[config.mk]
export PLATFORM = sky130hd
export DESIGN_NAME = sorted_min_priority_queue
export DESIGN_NICKNAME = d
export VERILOG_FILES = /design/src/hw/rtl/smpq_pkg.sv /design/src/hw/rtl/smpq_cell.sv /design/src/hw/rtl/sorted_min_priority_queue.sv
export SDC_FILE = /design/constraint.sdc
export NUM_CORES = 2
export LEC_CHECK = 0
export BUFFER_PORTS_ARGS = -buffer_cell sky130_fd_sc_hd__buf_4
export CAP_MARGIN = 20
export CORE_UTILIZATION = 44
export DETAILED_ROUTE_END_ITERATION = 10
export PLACE_DENSITY = 0.68
export SLEW_MARGIN = 10
export SYNTH_ARGS = -nofsm -noshare
export SYNTH_HDL_FRONTEND = slang
export SYNTH_SLANG_ARGS = --single-unit
[constraint.sdc]
create_clock -name clk -period 6.3 [get_ports clk]
set_input_delay 0.315 -clock clk [delete_from_list [all_inputs] [get_ports clk]]
set_output_delay 0.315 -clock clk [all_outputs]
set_load 0.02 [all_outputs]
[src/hw/rtl/smpq_pkg.sv]
// ----------------------------------------------------------------------------
// smpq_pkg
// Shared types and codes for the sorted min-first priority queue.
// ----------------------------------------------------------------------------
package smpq_pkg;

  localparam int KEY_W  = 32;
  localparam int CMD_W  = 2;
  localparam int ST_W   = 2;
  localparam int FILL_W = 5;

  // Request and result word widths, padded to whole bytes.
  localparam int IN_W  = ((CMD_W + KEY_W + 7) / 8) * 8;
  localparam int OUT_W = ((KEY_W + ST_W + FILL_W + 7) / 8) * 8;

  // Command codes.
  localparam logic [CMD_W-1:0] CMD_ADD  = 2'd0;
  localparam logic [CMD_W-1:0] CMD_POP  = 2'd1;
  localparam logic [CMD_W-1:0] CMD_PEEK = 2'd2;

  // Status codes.
  localparam logic [ST_W-1:0] ST_OK    = 2'd0;
  localparam logic [ST_W-1:0] ST_EMPTY = 2'd1;
  localparam logic [ST_W-1:0] ST_FULL  = 2'd2;

  // Operation broadcast to every cell in the row.
  typedef struct packed {
    logic              ins;
    logic              pop;
    logic [KEY_W-1:0]  key;
  } smpq_op_t;

endpackage

[src/hw/rtl/smpq_cell.sv]
// ----------------------------------------------------------------------------
// smpq_cell
// One slot of the sorted row: holds a key and moves it on insert or pop.
// ----------------------------------------------------------------------------
module smpq_cell (
  input  logic                       clk,
  input  smpq_pkg::smpq_op_t         op,
  input  logic                       occupied,
  input  logic [smpq_pkg::KEY_W-1:0] left_key,
  input  logic                       left_le,
  input  logic [smpq_pkg::KEY_W-1:0] right_key,
  output logic [smpq_pkg::KEY_W-1:0] key,
  output logic                       le
);

  // This slot keeps its key on insert when it holds a key not above the new one.
  assign le = occupied && ($signed(key) <= $signed(op.key));

  // Insert opens a gap at the first slot above the new key; pop shifts toward the head.
  always_ff @(posedge clk) begin
    if (op.ins && !le) begin
      key <= left_le ? op.key : left_key;
    end else if (op.pop) begin
      key <= right_key;
    end
  end

endmodule

[src/hw/rtl/sorted_min_priority_queue.sv]
// ----------------------------------------------------------------------------
// sorted_min_priority_queue
// Min-first priority queue of signed 32-bit keys kept in ascending order.
// ----------------------------------------------------------------------------
// Every request (add, pop or peek) gives exactly one result: the keys sit in
// a row of QUEUE_DEPTH cells that all compare against the broadcast key at
// once, so an insert or a pop completes in the cycle the request is accepted,
// and a new request is taken every cycle while the result register is free or
// being drained. Equal keys leave in arrival order. Add on a full queue drops
// the key and reports full; pop or peek on an empty queue reports empty.
// fill_count is the low five bits of the count.
// ----------------------------------------------------------------------------
module sorted_min_priority_queue #(
  parameter int QUEUE_DEPTH = 16
) (
  input  logic                       clk,
  input  logic                       rst,
  input  logic                       s_tvalid,
  output logic                       s_tready,
  // s_tdata: command[1:0], key_in[33:2], zero padding above
  input  logic [smpq_pkg::IN_W-1:0]  s_tdata,
  output logic                       m_tvalid,
  input  logic                       m_tready,
  // m_tdata: key_out[31:0], status[33:32], fill_count[38:34], zero padding above
  output logic [smpq_pkg::OUT_W-1:0] m_tdata
);

  localparam int CW = $clog2(QUEUE_DEPTH + 1);
  localparam int KW = smpq_pkg::KEY_W;
  localparam int PAD_W = smpq_pkg::OUT_W - KW - smpq_pkg::ST_W - smpq_pkg::FILL_W;

  logic [CW-1:0]                count;
  logic [CW-1:0]                count_next;
  logic                         accept;
  logic [smpq_pkg::CMD_W-1:0]   command;
  logic [KW-1:0]                key_in;
  logic                         full;
  logic                         empty;
  smpq_pkg::smpq_op_t           op;
  logic [KW-1:0]                key_out_next;
  logic [smpq_pkg::ST_W-1:0]    status_next;
  logic [KW-1:0]                key_out;
  logic [smpq_pkg::ST_W-1:0]    status;
  logic [smpq_pkg::FILL_W-1:0]  fill_count;

  logic [KW-1:0]                cell_key [QUEUE_DEPTH];
  logic [QUEUE_DEPTH-1:0]       cell_le;

  // Request decode.
  assign accept  = s_tvalid && s_tready;
  assign command = s_tdata[smpq_pkg::CMD_W-1:0];
  assign key_in  = s_tdata[smpq_pkg::CMD_W +: KW];
  assign full    = (count == CW'(QUEUE_DEPTH));
  assign empty   = (count == '0);

  assign op.ins = accept && (command == smpq_pkg::CMD_ADD) && !full;
  assign op.pop = accept && (command == smpq_pkg::CMD_POP) && !empty;
  assign op.key = key_in;

  // Row of cells; the head holds the smallest key.
  for (genvar i = 0; i < QUEUE_DEPTH; i++) begin : g_cell
    logic [KW-1:0] left_key;
    logic          left_le;
    logic [KW-1:0] right_key;

    if (i == 0) begin : g_head
      assign left_key = key_in;
      assign left_le  = 1'b1;
    end else begin : g_body
      assign left_key = cell_key[i-1];
      assign left_le  = cell_le[i-1];
    end

    if (i == QUEUE_DEPTH - 1) begin : g_tail
      assign right_key = cell_key[i];
    end else begin : g_inner
      assign right_key = cell_key[i+1];
    end

    smpq_cell u_cell (
      .clk       (clk),
      .op        (op),
      .occupied  (CW'(i) < count),
      .left_key  (left_key),
      .left_le   (left_le),
      .right_key (right_key),
      .key       (cell_key[i]),
      .le        (cell_le[i])
    );
  end

  // Result and next count.
  always_comb begin
    key_out_next = '0;
    status_next  = smpq_pkg::ST_OK;
    count_next   = count;
    unique case (command) inside
      smpq_pkg::CMD_ADD: begin
        if (full) begin
          status_next = smpq_pkg::ST_FULL;
        end else begin
          count_next = count + CW'(1);
        end
      end
      smpq_pkg::CMD_POP, smpq_pkg::CMD_PEEK: begin
        if (empty) begin
          status_next = smpq_pkg::ST_EMPTY;
        end else begin
          key_out_next = cell_key[0];
          if (command == smpq_pkg::CMD_POP) begin
            count_next = count - CW'(1);
          end
        end
      end
      default: begin
        count_next = count;
      end
    endcase
  end

  // Count register and result register.
  assign s_tready = !m_tvalid || m_tready;

  always_ff @(posedge clk) begin
    if (rst) begin
      count    <= '0;
      m_tvalid <= 1'b0;
    end else begin
      if (accept) begin
        count    <= count_next;
        m_tvalid <= 1'b1;
      end else if (m_tready) begin
        m_tvalid <= 1'b0;
      end
    end
  end

  always_ff @(posedge clk) begin
    if (accept) begin
      key_out    <= key_out_next;
      status     <= status_next;
      fill_count <= smpq_pkg::FILL_W'(32'(count_next));
    end
  end

  assign m_tdata = {{PAD_W{1'b0}}, fill_count, status, key_out};

endmodule

==> qor.txt <==
Layout cells sized above 1 = 13.64%
Flops & latches, synth = 557
Post-synthesis sequential area ratio = 41.99%
Die X = 302.3 µm
Worst-margin pin slew = 1.099 ns
Final setup fails = 0
Worst EP required = 6.54 ns
H-tree depth = 3
First-pass GRT wire length = 158000 µm
Vias = 28431
PD cells = 213.1 nW/µm²
Synth Instances = 3626
LEAKAGE = 18.35 nW
Clock buffer count from CTS = 66
CTS hold repair buffers = 2
GRT Total Usage = 21.87%
Initial Utilization = 44.63%
Final wirelength = 101100 µm
EDFF count, synth = 551
FILL cells = 8015
Initial drt markers = 2342
Vias in the first global route = 27902
Max-slew violations = 0
Core Region = 88920 µm²
Status = finished clean
CTS root buf = clkbuf_16
DRT Pass-1 Iters = 5
Clock Pin Slew Worst Setup and Hold Paths = 0.06 ns
GRT overflow = 0
Max_slew headroom = 26.60%
Final setup TNS = 0 ns
# resized after CTS = 0
Placer congestion estimate = 0.8750
WP data arrival = 4.85 ns
Largest net degree at the start of global routing = 96
Register area = 16670 µm²
Final antenna-violating net count = 0
Max Fclk = 216.7 MHz
Worst Path Max Fanout = 32
Latest clock arrival within the worst-skew pair = 0.62 ns
WHS Path Cells = 3
PortBufs = 78
Tmin final = 4.614 ns
Async S/R FF share, synth = 0%
Most common cell after layout, fill and taps aside = a21oi_1
Main flop type after synthesis = edfxtp_1
Unrepaired setup endpoints after global routing = no
Synthesized Nets = 4188
Initial antenna violation count = 2
Max-Cap Viols = 0
Final HPWL DP = 79470 µm
Postcts setup bufs = 0
CTS tree = done
Synthesized area = 39690 µm²
DR DRC count = 0
Tightest Hold Check Type = input pin to flop
Nature of the critical path endpoint = flop
Worst reg2reg path depth = 7
Synth unique cells = 75
Most frequent cells in the layout = a21oi_1, edfxtp_1, ha_1, mux2i_1, mux2_2
TritonCTS Sinks = 557
Hold Vio Cnt, Final = 0
Die Y = 302.3 µm
Worst-case clock buffer depth = 3
Layout Nets = 4203
Final WS setup = 1.686 ns
Worst Setup Slack post-DPL = 1.489 ns
CP startpoint kind = flop
Die area = 91410 µm²
Multi-input combinational cell area = 21940 µm²
Row count = 109
I/O pin count = 86
Final Skew = 0.01763 ns
Final period util = 73.24%
DR WL/cell = 20.83 µm
Vias/cell = 5.857
YS warnings = 0
Crit Path Class = flop to flop
Max IR drop VDD = 0.1418 mV
Syn avg cell area = 10.95 µm²
Syn-to-layout area delta = 9.770%
==> sequential cells by signal, summed over array words and instances (netlist names) <==
signal,flops
fill_count,5
m_tvalid,1
key_out,32
count,5
g_cell.u_cell.key,512
status,2
==> cell families after synthesis <==
group / synth area share (%)
mux: 16.36
flops: 41.99
buf+inv: 3.140
fa+ha+maj: 16.33
compound gates: 13.87
other cells: 0.009449
simple gates: 8.298
==> per-layer routing <==
metal  track usage [%]  wire, µm  part of all wire, %
met4             8.141      3298                  3.3
met2             37.86     48980                   48
met3             2.385      4434                  4.4
met1             28.04     44380                   44
met5                 0         0                    0
==> worst paths after layout <==
path                            slack, ns                  start                                 end
worst max-delay path                 1.69  count[0]$_SDFFE_PP0P_  g_cell[12].u_cell.key[1]$_DFFE_PP_
worst min-delay path                 0.03               m_tready               m_tvalid$_SDFFE_PP0P_
worst max register to register       1.69  count[0]$_SDFFE_PP0P_  g_cell[12].u_cell.key[1]$_DFFE_PP_
worst min register to register       0.52  m_tvalid$_SDFFE_PP0P_               m_tvalid$_SDFFE_PP0P_
==> through the flow <==
| stage | area (µm²) | total power [mW] | utilization (%) | hold slack (ns) | cells |
|---|---|---|---|---|---|
| finish | 43570 | 9.282 | 48.99 | 0.02863 | 4854 |
| global placement | 41520 | 5.613 | 46.69 | 0.5052 | 4735 |
| global route | 43570 | 9.641 | 48.99 | 0.08690 | 4854 |
| detailed placement | 41520 | 5.663 | 46.69 | 0.5266 | 4735 |
| CTS | 43530 | 9.345 | 48.96 | 0.01491 | 4852 |
| floorplan | 39690 | 5.257 | - | 0.3841 | 3626 |
==> final cells by class <==
class / count / share of cell area (%)
Timing Repair Buffer: 153 / 2.751
Inverter: 81 / 0.6979
Multi-Input combinational cell: 2782 / 50.36
Clock inverter: 26 / 0.3992
Clock buffer: 89 / 4.182
Tap cell: 1165 / 3.346
Antenna cell: 1 / 0.005744
Sequential cell: 557 / 38.26
==> where the power goes <==
| part | switching [mW] | internal, mW | leakage, nW |
|---|---|---|---|
| logic | 0.767 | 0.485 | 12.2 |
| clock network | 1.58 | 2.10 | 0.975 |
| registers | 0.102 | 4.25 | 5.13 |
| total | 2.45 | 6.84 | 18.3 |
==> cells in the mapped netlist, types with 7 or more instances <==
master    count  area share [%]
a221oi_1     16            0.35
mux2i_1     300             7.6
nand2b_1     18            0.28
buf_1        11            0.10
o21ai_0     153             1.9
mux2_2      226             6.4
o211ai_1     28            0.53
clkbuf_1    114             1.1
a21o_1       64             1.2
nand4_1     105             1.7
nand2_1     196             1.9
buf_2        61            0.77
edfxtp_1    551              42
nor2_1      202             1.9
a211oi_1     10            0.19
a31oi_1      37            0.58
ha_1        518              16
nand3_1      23            0.29
a2111o_1      8            0.23
and2_1        9            0.14
buf_4        12            0.23
o21a_1       10            0.19
nor3_1       18            0.23
nor4_1       19            0.30
nor2b_1      19            0.30
inv_1        80            0.76
a21oi_1     594             7.5
and4_1        7            0.15
mux2_1       84             2.4
and3_1       39            0.61
==> worst max-delay path: stages, from the launching register on <==
cell      delay (ns)
dfxtp_1         0.78
inv_1           0.22
ha_1            0.30
nor3b_1         0.17
a21oi_1         0.49
nand2_1         0.69
a21oi_4         0.77
nand2b_2        0.80
Note: power is estimated with default switching activity, not from simulation.
